`src/hdl/scd_pkg.sv`:
```
`timescale 1ns / 1ps
package scd_pkg;

	localparam int DELAY_LENGTH    = 32768;
	localparam int AW              = $clog2(DELAY_LENGTH);
	localparam int SINE_TABLE_SIZE = 1024;
	localparam int SINE_BITS       = $clog2(SINE_TABLE_SIZE);
	localparam int QW              = SINE_BITS - 1;
	localparam int SINE_QTR        = SINE_TABLE_SIZE / 4;
	localparam int SINE_HALF       = SINE_TABLE_SIZE / 2;

	localparam longint unsigned Q30_ONE     = 64'd1073741824;
	localparam longint unsigned HALF_PI_Q30 = 64'd1686629713;

	localparam logic signed [17:0] LEAK_MUL  = 18'sd65529;
	localparam logic [30:0]        DIV50_MUL = 31'd1374389535;
	localparam int                 DIV50_SH  = 36;
	localparam logic [26:0]        DIV3_MUL  = 27'd89478486;
	localparam int                 DIV3_SH   = 28;

	localparam logic [23:0] PHASE_LEFT_RST  = 24'd3106892;
	localparam logic [23:0] PHASE_RIGHT_RST = 24'd8388608;

	localparam logic [1:0] CFG_LFO_STEP  = 2'd0;
	localparam logic [1:0] CFG_DEPTH     = 2'd1;
	localparam logic [1:0] CFG_CYCLE_END = 2'd2;

	localparam int SW = 5;
	localparam logic [SW-1:0] ST_CLEAR = 5'd0;
	localparam logic [SW-1:0] ST_IDLE  = 5'd1;
	localparam logic [SW-1:0] ST_AIR1  = 5'd2;
	localparam logic [SW-1:0] ST_AIR2  = 5'd3;
	localparam logic [SW-1:0] ST_AIR3  = 5'd4;
	localparam logic [SW-1:0] ST_AIR4  = 5'd5;
	localparam logic [SW-1:0] ST_AIR5  = 5'd6;
	localparam logic [SW-1:0] ST_AIR6  = 5'd7;
	localparam logic [SW-1:0] ST_AIR7  = 5'd8;
	localparam logic [SW-1:0] ST_WR    = 5'd9;
	localparam logic [SW-1:0] ST_OFS   = 5'd10;
	localparam logic [SW-1:0] ST_RD0   = 5'd11;
	localparam logic [SW-1:0] ST_RD1   = 5'd12;
	localparam logic [SW-1:0] ST_RD2   = 5'd13;
	localparam logic [SW-1:0] ST_RD3   = 5'd14;
	localparam logic [SW-1:0] ST_SUM1  = 5'd15;
	localparam logic [SW-1:0] ST_SUM2  = 5'd16;
	localparam logic [SW-1:0] ST_SUM3  = 5'd17;
	localparam logic [SW-1:0] ST_HOLD1 = 5'd18;
	localparam logic [SW-1:0] ST_HOLD2 = 5'd19;
	localparam logic [SW-1:0] ST_HOLD3 = 5'd20;
	localparam logic [SW-1:0] ST_OUT   = 5'd21;

	typedef struct packed {
		logic signed [23:0] in_left;
		logic signed [23:0] in_right;
	} in_t;

	typedef struct packed {
		logic signed [23:0] out_left;
		logic signed [23:0] out_right;
	} out_t;

	typedef struct packed {
		logic [SW-1:0] op;
		logic          load;
		logic          toggle;
		logic [AW-1:0] wp;
		logic          we;
		logic [AW-1:0] waddr;
		logic          wzero;
		logic [2:0]    ce;
		logic [1:0]    rsel;
	} cmd_t;

	typedef logic [SINE_QTR:0][15:0] sine_tab_t;

	// quarter wave of the LFO sine, Q1.15 magnitude, unclamped
	function automatic logic [15:0] sine_mag(input int q);
		longint unsigned x, x2, t, r, v;
		begin
			x  = (64'(4 * q) * HALF_PI_Q30) / SINE_TABLE_SIZE;
			x2 = (x * x) >> 30;
			t  = Q30_ONE - x2 / 110;
			t  = Q30_ONE - ((x2 * t) >> 30) / 72;
			t  = Q30_ONE - ((x2 * t) >> 30) / 42;
			t  = Q30_ONE - ((x2 * t) >> 30) / 20;
			t  = Q30_ONE - ((x2 * t) >> 30) / 6;
			r  = (x * t) >> 30;
			v  = (r + 64'd16384) >> 15;
			return v[15:0];
		end
	endfunction

	function automatic sine_tab_t build_sine_tab();
		sine_tab_t tab;
		begin
			for (int i = 0; i <= SINE_QTR; i++) begin
				tab[i] = sine_mag(i);
			end
			return tab;
		end
	endfunction

	localparam sine_tab_t SINE_TAB = build_sine_tab();

	function automatic logic [2:0] ce_clamp(input logic [2:0] v);
		begin
			if (v == 3'd0) return 3'd1;
			if (v > 3'd4) return 3'd4;
			return v;
		end
	endfunction

	function automatic logic signed [31:0] sat32(input logic signed [63:0] v);
		begin
			if (v > 64'sd2147483647) return 32'sh7FFFFFFF;
			if (v < -64'sd2147483648) return 32'sh80000000;
			return v[31:0];
		end
	endfunction

	function automatic logic signed [23:0] sat24(input logic signed [63:0] v);
		begin
			if (v > 64'sd8388607) return 24'sh7FFFFF;
			if (v < -64'sd8388608) return 24'sh800000;
			return v[23:0];
		end
	endfunction

endpackage

```
`src/hdl/scd_ctrl.sv`:
```
`timescale 1ns / 1ps
module scd_ctrl (
	input  logic              clk,
	input  logic              arst_n,
	input  logic              in_valid,
	output logic              in_stall,
	input  logic [23:0]       lfo_step,
	input  logic [2:0]        cycle_end,
	input  logic              out_free,
	output logic              load_out,
	output logic [23:0]       phase_left,
	output logic [23:0]       phase_right,
	output scd_pkg::cmd_t     cmd
);
	import scd_pkg::*;

	logic [SW-1:0] state_q;
	logic [AW-1:0] clr_q;
	logic [AW-1:0] wp_q;
	logic [1:0]    rp_q;
	logic          toggle_q;
	logic [23:0]   phl_q;
	logic [23:0]   phr_q;
	logic [2:0]    ce;
	logic [2:0]    cem1;
	logic [2:0]    rpc;
	logic [2:0]    rpn;
	logic          step;
	logic          accept;

	assign ce     = ce_clamp(cycle_end);
	assign cem1   = ce - 3'd1;
	assign rpc    = ({1'b0, rp_q} > cem1) ? cem1 : {1'b0, rp_q};
	assign rpn    = rpc + 3'd1;
	assign step   = (rpn == ce);
	assign accept = (state_q == ST_IDLE) && in_valid;

	assign in_stall    = (state_q != ST_IDLE);
	assign load_out    = (state_q == ST_OUT) && out_free;
	assign phase_left  = phl_q;
	assign phase_right = phr_q;

	always_comb begin
		cmd        = '0;
		cmd.op     = state_q;
		cmd.load   = accept;
		cmd.toggle = toggle_q;
		cmd.wp     = wp_q;
		cmd.ce     = ce;
		cmd.rsel   = rp_q;
		cmd.waddr  = wp_q;
		case (state_q)
			ST_CLEAR: begin
				cmd.we    = 1'b1;
				cmd.wzero = 1'b1;
				cmd.waddr = clr_q;
			end
			ST_WR: begin
				cmd.we = 1'b1;
			end
			default: begin
				cmd.we = 1'b0;
			end
		endcase
	end

	always_ff @(posedge clk or negedge arst_n) begin
		if (!arst_n) begin
			state_q  <= ST_CLEAR;
			clr_q    <= '0;
			wp_q     <= '0;
			rp_q     <= '0;
			toggle_q <= 1'b0;
			phl_q    <= PHASE_LEFT_RST;
			phr_q    <= PHASE_RIGHT_RST;
		end else begin
			case (state_q)
				ST_CLEAR: begin
					clr_q <= clr_q + 1'b1;
					if (clr_q == AW'(DELAY_LENGTH - 1)) begin
						state_q <= ST_IDLE;
					end
				end
				ST_IDLE: begin
					if (accept) begin
						if (step) begin
							rp_q    <= '0;
							wp_q    <= wp_q - 1'b1;
							state_q <= ST_AIR1;
						end else begin
							rp_q    <= rpn[1:0];
							state_q <= ST_OUT;
						end
					end
				end
				ST_AIR1: begin
					toggle_q <= ~toggle_q;
					state_q  <= ST_AIR2;
				end
				ST_AIR2:  state_q <= ST_AIR3;
				ST_AIR3:  state_q <= ST_AIR4;
				ST_AIR4:  state_q <= ST_AIR5;
				ST_AIR5:  state_q <= ST_AIR6;
				ST_AIR6:  state_q <= ST_AIR7;
				ST_AIR7:  state_q <= ST_WR;
				ST_WR:    state_q <= ST_OFS;
				ST_OFS: begin
					// sine was taken in the write cycle, so advance now
					phl_q   <= phl_q + lfo_step;
					phr_q   <= phr_q + lfo_step;
					state_q <= ST_RD0;
				end
				ST_RD0:   state_q <= ST_RD1;
				ST_RD1:   state_q <= ST_RD2;
				ST_RD2:   state_q <= ST_RD3;
				ST_RD3:   state_q <= ST_SUM1;
				ST_SUM1:  state_q <= ST_SUM2;
				ST_SUM2:  state_q <= ST_SUM3;
				ST_SUM3:  state_q <= ST_HOLD1;
				ST_HOLD1: state_q <= ST_HOLD2;
				ST_HOLD2: state_q <= ST_HOLD3;
				ST_HOLD3: state_q <= ST_OUT;
				ST_OUT: begin
					if (out_free) begin
						state_q <= ST_IDLE;
					end
				end
				default: state_q <= ST_IDLE;
			endcase
		end
	end
endmodule

```
`config.mk`:
```
export PLATFORM = sky130hd
export DESIGN_NAME = scd_ctrl
export DESIGN_NICKNAME = d
export VERILOG_FILES = /design/src/hdl/scd_pkg.sv /design/src/hdl/scd_ctrl.sv
export SDC_FILE = /design/constraint.sdc
export NUM_CORES = 1
export LEC_CHECK = 0
export BUFFER_PORTS_ARGS = -buffer_cell sky130_fd_sc_hd__buf_2
export CAP_MARGIN = 20
export CORE_AREA = 2 2 116 118
export DETAILED_ROUTE_END_ITERATION = 16
export DIE_AREA = 0 0 118 120
export PLACE_DENSITY = 0.72
export SLEW_MARGIN = 20
export SYNTH_ARGS = -nofsm -noshare
export SYNTH_HDL_FRONTEND = slang
export SYNTH_SLANG_ARGS = --single-unit
export TNS_END_PERCENT = 20
```
`constraint.sdc`:
```
create_clock -name clk -period 3.14 [get_ports clk]
set_input_delay 0.628 -clock clk [delete_from_list [all_inputs] [get_ports clk]]
set_output_delay 0.628 -clock clk [all_outputs]
set_load 0.05 [all_outputs]
```
# Word level (Yosys, flattened, before mapping)
# Cells that the tools add are included.
# word_totals
wordCells	67
ff_bits	86
# op_classes
n_lt_le_gt_ge	2
reduce_logical	8
n_eq_ne	27
mux	16
bitwise	1
n_addsub	6
# ops
op	count
5-bit case mux with 22 select lines	1
24-bit adder	2
5-bit by 4-bit equality test with 1-bit output, second input constant	8
5-bit equality test, second input constant	6
5-bit by 3-bit equality test with 1-bit output, second input constant	4
5-bit two-way mux	4
16-bit two-way mux	1
15-bit by 1-bit adder with 15-bit output, second input constant	1
15-bit equality test, second input constant	1
3-bit two-way mux	5
15-bit by 1-bit subtractor with 15-bit output, second input constant	1
5-bit by 2-bit equality test with 1-bit output, second input constant	2
2-bit inequality test, second input constant	3
3-bit AND reduction	2
5-bit by 1-bit equality test with 1-bit output, second input constant	1
5-bit logical NOT	1
5-bit by 1-bit inequality test with 1-bit output, second input constant	1
1-bit two-way mux	4
3-bit by 1-bit adder with 3-bit output, second input constant	1
3-bit equality test	1
2-bit by 3-bit > comparator with 1-bit output	1
3-bit > comparator, second input constant	1
3-bit logical NOT	1
3-bit by 1-bit subtractor with 3-bit output, second input constant	1
other kinds (5)	6

# Depth between registers and ports, before layout
# Gate-level depths: netlist (run 1).
# depth
ltp_word	13
mapped_depth	15

# Worst setup path after synthesis (run 1)
# OpenSTA, ideal clock, no wires.
# synth_path
path_kind	in2reg
from	input port cycle_end[1]
to	register wp_q[8]
setup_time_ns	0.144
cell_stages	12
t_arrival_ns	3.183
path_slack_ns	-0.187
path_cell_list	a21oi_1 -> o221ai_1 -> o211ai_1 -> o31ai_1 -> o21ai_0 -> ha_1 -> and3b_1 -> o22a_1 -> buf_4 -> nand3_1 -> nor4_1 -> xor2_1
# synth_via
elab_chain_cells	11
elab_cells_between_ends	14
classes_between	add/sub: 2; order compare: 2; eq/ne: 1; mux: 7; reduce/logical: 2
# synth_rtl
element	line	text
from (decl)	scd_ctrl.sv:8	input logic [2:0] cycle_end,
3-bit > comparator	scd_pkg.sv:108	if (v > 3'd4) return 3'd4;
1-bit two-way mux (2 in series)	scd_pkg.sv:108	
3-bit two-way mux	scd_pkg.sv:109	return v;
3-bit two-way mux (*)	scd_pkg.sv:108	
3-bit by 1-bit subtractor with 3-bit output	scd_ctrl.sv:32	assign cem1 = ce - 3'd1;
2-bit by 3-bit > comparator with 1-bit output	scd_ctrl.sv:33	assign rpc = ({1'b0, rp_q} > cem1) ? cem1 : {1'b0, rp_q};
3-bit two-way mux	scd_ctrl.sv:33	
3-bit by 1-bit adder with 3-bit output	scd_ctrl.sv:34	assign rpn = rpc + 3'd1;
3-bit equality test (*)	scd_ctrl.sv:35	assign step = (rpn == ce);
3-bit AND reduction (no source line) (*)	-	
to (signal assigned)	scd_ctrl.sv:88	wp_q <= wp_q - 1'b1;
to (decl)	scd_ctrl.sv:19	logic [AW-1:0] wp_q;
# Mark *: on every way between the ends. The rest lies on a longest branch, timed or not. The select of a mux whose other input is x is not followed.
# A chain may end at the register's enable or synchronous reset.

==> summary.txt, run 1 <==
Drt
  • Post-route ant nets: 0
  • Drt first pass iters: 4
  • First DRT Iteration DRCs: 292
  • Via/cell ratio: 5.43
  • Routed vias: 5,541
  • DR WL/cell: 14.9 um
  • DRC viols: 0
  • Routed wire length: 15,200 um

Cells and area
  • Layout cells sized above 1: 23.4%
  • Most frequent cells in the layout: buf_2, nand2_1, dfrtp_1, o21ai_0, ha_1
  • Synthesis-to-finish area growth: 19.3%
  • Ant. Diodes: 0
  • Nets: 923
  • Commonest non-fill, non-tap cell in the layout: buf_2
  • Final instance area: 7450 um^2
  • Core Util, Final: 57.4%

Clock tree
  • Setup repair bufs after CTS: 0
  • Clk_lat worst skew: 0.36 ns
  • Num Clock Sinks: 86
  • CTS Buf Count: 9
  • Clock Tree Buf Depth: 2
  • Clock Tree Root: clkbuf_16
  • # H-tree levels: 3
  • Clk slew on worst S/H paths: 0.06 ns
  • CTS tree: done
  • Hold Buf Count CTS: 0

Place
  • Dpl ws: -0.0709 ns
  • Gp weighted congestion: 0.870
  • Buffers on Ports: 124
  • HPWL after DPL: 11,700 um
  • Placed Area: 7110 um^2

Pwr
  • Power Density: 364 nW/um^2
  • Max rail drop VDD: 288 uV
  • Overall Power: 2.71 mW
  • P_leak: 3.56 nW

Synthesis
  • Post-Syn Nets: 804
  • YS warnings: 0
  • Avg Inst Size Synth: 8.67 um^2
  • Yosys reg bits: 86
  • FFs w/ async S/R, synth: 100%
  • Number of synthesized flops with an enable pin: 0
  • Netlist cell types: 61
  • Post-synthesis sequential area ratio: 34.7%
  • Synthesized instance count: 721
  • Synthesized cell area: 6250 um^2
  • Top FF cell, synth: dfrtp_1

Worst setup path
  • Delay-heaviest family, CP: simple AND/OR/NAND/NOR gates
  • Critical Path AT: 2.21 ns
  • Critical path startpoint category: flip-flop
  • Maximum fanout along the worst path: 26
  • Max stage delay cell, worst path: or3_1
  • CP Cell Sequence: or3_1, nor3_2, buf_4, mux2_2, buf_2
  • Buf/Inv on CP: 2
  • Worst endpoint required time: 2.51 ns
  • WS Path Type: reg2out
  • Crit. End Element: output pin
  • CP peak stage delay: 0.44 ns

Global routing
  • Global route overflow: 0
  • Largest net degree at the start of global routing: 66
  • Vias in the first global route: 5,200
  • Initial antenna violation count: 0
  • Tot GR Track Use: 22.1%
  • First-pass GRT wire length: 25,500 um

Floorplanning
  • Die width: 118 um
  • I/O pins: 125
  • Starting Density: 48.1%
  • Die Y: 120 um
  • Full die area: 14,200 um^2
  • FP Rows: 42
  • CORE AREA: 13,000 um^2

Timing
  • Worst-Margin Slew: 0.645 ns
  • Final Worst Setup Slack: 0.297 ns
  • Setup Skew: 0.00760 ns
  • Final Critical Period: 2.84 ns
  • Final setup viols: 0
  • RSZ-0062 raised after global routing: no
  • Max frequency: 352 MHz
  • Part of the cycle the worst path needs: 90.5%
  • Setup TNS: 0 ns
  • Final Hold Viols: 0
  • Slew HR: 57.0%
  • Fin. max-slew vios: 0

Worst hold path
  • Min-delay worst type: in2async

Job
  • Max cap viols: 0

Run status
  • Status: finished clean
==> through the flow <==
| step | cells | hold WS (ns) |
|---|---|---|
| after floorplan | 721 | 0.332 |
| after CTS | 1021 | 0.323 |
| after global routing | 1021 | 0.352 |
| after global placement | 1005 | 0.465 |
| final | 1021 | 0.297 |
| after detailed placement | 1005 | 0.466 |
==> Yosys cell counts (all sizes together), types with 17 or more instances <==
library cell	instances	area share, %
xor2	33	4.6
nand2	107	6.4
mux2	17	3.1
a21o	18	2.2
o21ai	70	5.6
clkbuf	28	1.7
nor2	35	2.1
dfrtp	74	30
xnor2	36	5.0
ha	50	10
nand3	19	1.5
a21oi	48	3.8
==> registers in the layout, indices dropped and copies added, names as in the netlist <==
register	flops
phase_left	24
phase_right	24
clr_q	15
wp_q	15
state_q	5
rp_q	2
toggle_q	1
==> logic make-up (layout without fill, tap and decap cells) <==
kind of cell / Yosys count / after routing / synth area share (%)
and+or+nand+nor: 244 / 244 / 18.5
AOI/OAI and AO/OA: 201 / 201 / 20.0
DFF: 86 / 86 / 34.7
xor gates and xnor gates: 69 / 69 / 9.67
adders and majority gates: 52 / 52 / 10.7
buffers and inverters: 52 / 176 / 3.40
muxes: 17 / 17 / 3.06
==> routing by layer <==
layer | share of wire [%] | wire, um | track usage, %
met1 | 48 | 7230 | 30.6
met2 | 46 | 7020 | 35.6
met3 | 4.7 | 710 | 3.52
met4 | 1.4 | 209 | 7.23
met5 | 0 | 0 | 0
==> final timing paths <==
path                                  endpoint           from  slack (ns)  cells after the start
worst max register to register  phase_left[22]  phase_left[3]        0.39                      8
worst min-delay path             phase_left[5]         arst_n        0.30                      1
worst min register to register        toggle_q       toggle_q        0.47                      1
min in group clk                      toggle_q       toggle_q        0.47                      1
worst max-delay path                   cmd[17]     state_q[3]        0.30                      5
max in group asynchronous       phase_left[11]         arst_n        2.14                      2
==> final cells by class <==
class	count	area, um^2
Fill cell	1187	5530
Multi-Input combinational cell	583	3900
Clock buffer	12	256
Sequential cell	86	2170
Clock inverter	4	77.6
Inverter	16	60.1
Timing Repair Buffer	144	773
Tap cell	176	220
==> report_power, final <==
group	switching [mW]	internal [mW]	leakage [nW]	total (mW)
clock	0.460	0.745	0.163	1.20
combinational	0.238	0.163	2.44	0.401
sequential	0.000000000282	1.11	0.958	1.11
==> what timing repair did <==
item | in CTS | in global routing
endpoints found under the setup margin | 0 | 2
hold endpoints to repair | 0 | 0
gates resized for setup | 0 | 2
Note: power is estimated with default switching activity, not from simulation.
==> inputs of run 2 (changes only) <==
--- a/config.mk
+++ b/config.mk
@@ -12,2 +12,3 @@
 export DIE_AREA = 0 0 118 120
+export MAX_ROUTING_LAYER = met4
 export PLACE_DENSITY = 0.72
==> constraint.sdc (replaced) <==
create_clock -name clk -period 2.78 [get_ports clk]
set_input_delay 0.556 -clock clk [delete_from_list [all_inputs] [get_ports clk]]
set_output_delay 0.556 -clock clk [all_outputs]
set_load 0.02 [all_outputs]
==> run 2 against run 1 <==
Critical path depth unchanged. Critical endpoint is now cmd[18]. Clock skew fell by 0.0014 ns. Highest routed layer unchanged. Global-route usage rose by 0.78 points. Non-clock buffer count rose by 39. Die area did not move. Core utilization rose by 2.7 points. Via count grew 3.9%. Clock power rose by 5%. Wire length grew 2.3%. Final cell count increased by 3.8%. Sequential cell count stayed put.
==> summary.txt, run 2 (synthesis gave the netlist of run 1 again) <==
Run status
  • Status: finished clean

Pwr
  • Switch Pwr: 0.828 mW
  • Sequential Power Share: 41.5%
  • Int Power: 2.19 mW
  • Comb pwr share: 16.7%
  • Max rail drop VDD: 217 uV
  • Clock Power Share: 41.8%
  • Power Density: 386 nW/um^2
  • Switch share: 27.4%
  • P_leak: 3.75 nW

Timing
  • Part of the cycle the worst path needs: 95.7%
  • Final setup viols: 0
  • Final Hold Viols: 0
  • Final Worst Setup Slack: 0.119 ns
  • Fin. max-slew vios: 0
  • Final Critical Period: 2.66 ns
  • Slew HR: 57.7%
  • Setup Skew: 0.00617 ns
  • Max frequency: 376 MHz
  • Hold Slack: 0.230 ns
  • Worst-Margin Slew: 0.634 ns

Place
  • Gp weighted congestion: 0.899
  • Buffers on Ports: 124
  • Dpl ws: -0.317 ns
  • HPWL after DPL: 11,800 um

Clock tree
  • Num Clock Sinks: 86
  • CTS Buf Count: 9
  • Clock Tree Root: clkbuf_16
  • Clk slew on worst S/H paths: 0.07 ns
  • Clk_lat worst skew: 0.35 ns
  • CTS tree: done
  • Clock Tree Buf Depth: 2
  • # H-tree levels: 3

Floorplanning
  • Full die area: 14,200 um^2
  • FP Rows: 42
  • I/O pins: 125
  • Starting Density: 48.1%
  • CORE AREA: 13,000 um^2
  • Die width: 118 um
  • Die Y: 120 um

Global routing
  • Initial antenna violation count: 0
  • First-pass GRT wire length: 25,700 um
  • Global route overflow: 0
  • Largest net degree at the start of global routing: 48
  • Tot GR Track Use: 22.9%
  • Vias in the first global route: 5,262

Drt
  • Routed vias: 5,755
  • Post-route ant nets: 0
  • First DRT Iteration DRCs: 298
  • Via/cell ratio: 5.43
  • Drt first pass iters: 4
  • Routed wire length: 15,500 um
  • DRC viols: 0
  • DR WL/cell: 14.7 um

Worst setup path
  • Critical Path AT: 2.10 ns
  • Worst endpoint required time: 2.22 ns
  • WS Path Type: reg2out
  • Maximum fanout along the worst path: 26
  • Crit. End Element: output pin
  • CP Cell Sequence: or3_1, nor3_2, buf_12, mux2_2, buf_2
  • Worst r2r src: phase_left[3]
  • Critical path startpoint category: flip-flop
  • Worst R2R Path Depth: 8
  • Max stage delay cell, worst path: or3_1
  • CP peak stage delay: 0.44 ns
  • CP Launch Point: state_q[3]

Cells and area
  • Core Util, Final: 60.2%
  • Synthesis-to-finish area growth: 25.0%
  • Multi-input gate area: 3960 um^2
  • Nets: 962
  • FF+latch area: 2170 um^2
  • Ant. Diodes: 0
  • Fillers: 1,202
  • Layout cells sized above 1: 28.5%
  • Commonest non-fill, non-tap cell in the layout: buf_2
  • Most frequent cells in the layout: buf_2, nand2_1, dfrtp_1, o21ai_0, buf_4

Worst hold path
  • Min-delay worst type: in2async

Job
  • Max cap viols: 0
-- run 2: repair_timing --
| item | 4_1_cts | 5_1_grt |
|---|---|---|
| hold buffers | 0 | 0 |
| setup endpoints to repair | 0 | 20 |
| setup buffers | 0 | 1 |
| resized for setup | 0 | 21 |
-- run 2: stage by stage --
stage               cell area [um^2]  setup TNS [ns]  total power [mW]  cells
CTS                             7720               0              3.03   1059
detailed placement              7410           -4.44              1.76   1043
global placement                7410           -1.50              1.76   1043
global route                    7810        -0.00265              3.17   1060
floorplan                       6250               0              1.57    721
finish                          7810               0              3.02   1060
-- run 2: path summary, 6_finish.rpt --
kind                                       end  slack [ns]
worst min-delay path            phase_right[7]        0.23
worst min register to register        clr_q[8]        0.48
min in group clk                      clr_q[8]        0.48
worst max-delay path                   cmd[18]        0.12
max in group asynchronous        phase_left[2]        1.86
worst max register to register  phase_left[22]        0.16
-- run 2: final cells by class --
cell class                 count  area share, %
multi-input combinational    583           50.8
sequential                    86           27.8
timing repair buffer         183           14.0
clock buffer                   9           2.88
tap                          176           2.82
clock inverter                 7           1.03
inverter                      16          0.769
-- run 2: power groups by stage --
stage	combinational, mW	sequential, mW	clock, mW
floorplan	0.299	1.28	0
global placement	0.483	1.27	0
detailed placement	0.486	1.27	0
CTS	0.490	1.25	1.29
global route	0.561	1.25	1.35
finish	0.502	1.25	1.26
-- run 2: metal layers --
metal	vias up	share of wire (%)	GRT usage (%)
met1	2667	48	30.9
li1	2918	-	-
met2	154	47	35.9
met5	-	0	-
met4	0	1.4	7.08
met3	16	4.4	3.42
-- run 2: worst max-delay path, delay by kind of cell, from the launching register on --
kind	cells	cell delay, ns
simple gates	2	0.66
flops	1	0.37
mux	1	0.36
buf+inv	2	0.37
==> inputs of run 3 (changes only) <==
- PLACE_DENSITY: 0.72 -> 0.75
- clock period: 2.78 -> 2.35 ns (I/O delays scaled with it)
==> run 3 against run 2 <==
Global-route usage grew 2.5 points. Die area is the same. Via count grew 9.1%. Critical path type unchanged. Cell area grew 15%. Sequential power grew 18%. Final cell count grew 7.9%. The run now ends with setup timing left. Wire length grew 16%. Total power grew 26%.
==> summary.txt, run 3 (synthesis gave the netlist of run 1 again) <==
Run status
  • Status: finished with violations
  • Failing checks: setup timing

Global routing
  • Largest net degree at the start of global routing: 41
  • Initial antenna violation count: 0
  • First-pass GRT wire length: 28,300 um
  • Vias in the first global route: 5,905
  • Tot GR Track Use: 25.4%
  • Global route overflow: 0

Worst setup path
  • Critical path startpoint category: flip-flop
  • Buf/Inv on CP: 2
  • Worst endpoint required time: 1.88 ns
  • Maximum fanout along the worst path: 13
  • Crit. End Element: output pin
  • Critical Path AT: 2.06 ns
  • CP Cell Sequence: or3_4, nor3_4, buf_12, mux2_2, buf_2
  • Delay-heaviest family, CP: simple AND/OR/NAND/NOR gates
  • Max stage delay cell, worst path: or3_4
  • CP peak stage delay: 0.43 ns
  • WS Path Type: reg2out

Place
  • Gp weighted congestion: 0.914
  • HPWL after DPL: 12,900 um
  • Dpl ws: -0.576 ns
  • Placed Cells incl. Taps: 1,120
  • Buffers on Ports: 124

Clock tree
  • Clock Tree Buf Depth: 2
  • CTS Buf Count: 9
  • Clk_lat worst skew: 0.36 ns
  • Hold Buf Count CTS: 0
  • Clock Tree Root: clkbuf_16
  • CTS tree: done
  • Num Clock Sinks: 86
  • # H-tree levels: 3
  • Clk slew on worst S/H paths: 0.07 ns

Timing
  • Fin. max-slew vios: 0
  • Part of the cycle the worst path needs: 108%
  • Slew HR: 64.2%
  • Worst-Margin Slew: 0.532 ns
  • RSZ-0062 raised after global routing: yes
  • Final setup viols: 31
  • Final Critical Period: 2.53 ns
  • Final Hold Viols: 0
  • Max frequency: 395 MHz
  • Final Worst Setup Slack: -0.185 ns
  • Setup Skew: 0.00830 ns

Pwr
  • P_leak: 4.24 nW
  • Max rail drop VDD: 377 uV
  • Power Density: 423 nW/um^2
  • Overall Power: 3.79 mW

Floorplanning
  • CORE AREA: 13,000 um^2
  • Starting Density: 48.1%
  • Die width: 118 um
  • Full die area: 14,200 um^2
  • FP Rows: 42
  • Die Y: 120 um
  • I/O pins: 125

Drt
  • First DRT Iteration DRCs: 320
  • Routed vias: 6,279
  • DR WL/cell: 15.8 um
  • Via/cell ratio: 5.49
  • Drt first pass iters: 5
  • Post-route ant nets: 0
  • Routed wire length: 18,000 um
  • DRC viols: 0

Worst hold path
  • Min-delay worst type: in2async

Cells and area
  • Synthesis-to-finish area growth: 43.4%
  • Fillers: 1,010
  • Ant. Diodes: 0
  • Nets: 1,046
  • Most frequent cells in the layout: buf_4, buf_2, nand2_1, dfrtp_1, o21ai_0
  • Core Util, Final: 69.0%
  • Non-Filler Instances: 1,144
  • Layout cells sized above 1: 40.7%
  • Commonest non-fill, non-tap cell in the layout: buf_4

Job
  • Max cap viols: 0
-- run 3: what timing repair did --
action	CTS	global route
pin swaps	16	17
setup endpoints to repair	51	53
setup buffers	4	3
gates resized for setup	34	63
gates cloned	0	1
-- run 3: per-stage QoR --
stage	hold slack [ns]	setup TNS [ns]	cell area [um^2]
2_1_floorplan	0.174	-2.15	6390
3_3_place_gp	0.459	-13.95	8130
3_5_place_dp	0.465	-16.49	8130
4_1_cts	0.0911	-3.04	8630
5_1_grt	0.113	-7.00	8960
6_report	0.0843	-3.22	8960
-- run 3: final cells by class --
class                   count  area [um^2]  area share [%]
clock inverters             6         75.1           0.838
multi-input cells         583         4390            48.9
inverters                  16         72.6           0.810
flip-flops and latches     86         2170            24.2
well taps                 176          220            2.46
repair buffers            267         1800            20.1
clock buffers              10          239            2.67
-- run 3: where the power goes --
| group | switching, mW | internal, mW | total [mW] |
|---|---|---|---|
| combinational | 0.395 | 0.365 | 0.760 |
| clock | 0.681 | 0.873 | 1.55 |
| sequential | 0.000000000489 | 1.48 | 1.48 |
-- run 3: routing by layer --
metal  global-route usage (%)  share of wire, %
met5                        -                 0
met4                     8.66               1.9
met3                     4.66               4.7
met2                     40.8                49
met1                     32.5                45
-- run 3: worst register-to-register path, delay by kind of cell, from the launching register on --
family / cells / cell delay [ns]
AOI/OAI and AO/OA: 5 / 1.12
and+or+nand+nor: 2 / 0.48
DFF: 1 / 0.39
adders and majority gates: 1 / 0.36
-- run 3: final timing paths --
path / slack (ns) / endpoint / startpoint / cells past startpoint
worst min-delay path: 0.08 / phase_right[7] / arst_n / 1
worst max-delay path: -0.18 / cmd[9] / state_q[3] / 5
min in group clk: 0.46 / phase_left[23] / lfo_step[23] / 3
max in group asynchronous: 1.55 / phase_left[21] / arst_n / 2
worst min register to register: 0.47 / toggle_q / toggle_q / 1
worst max register to register: -0.12 / phase_right[20] / phase_right[7] / 8
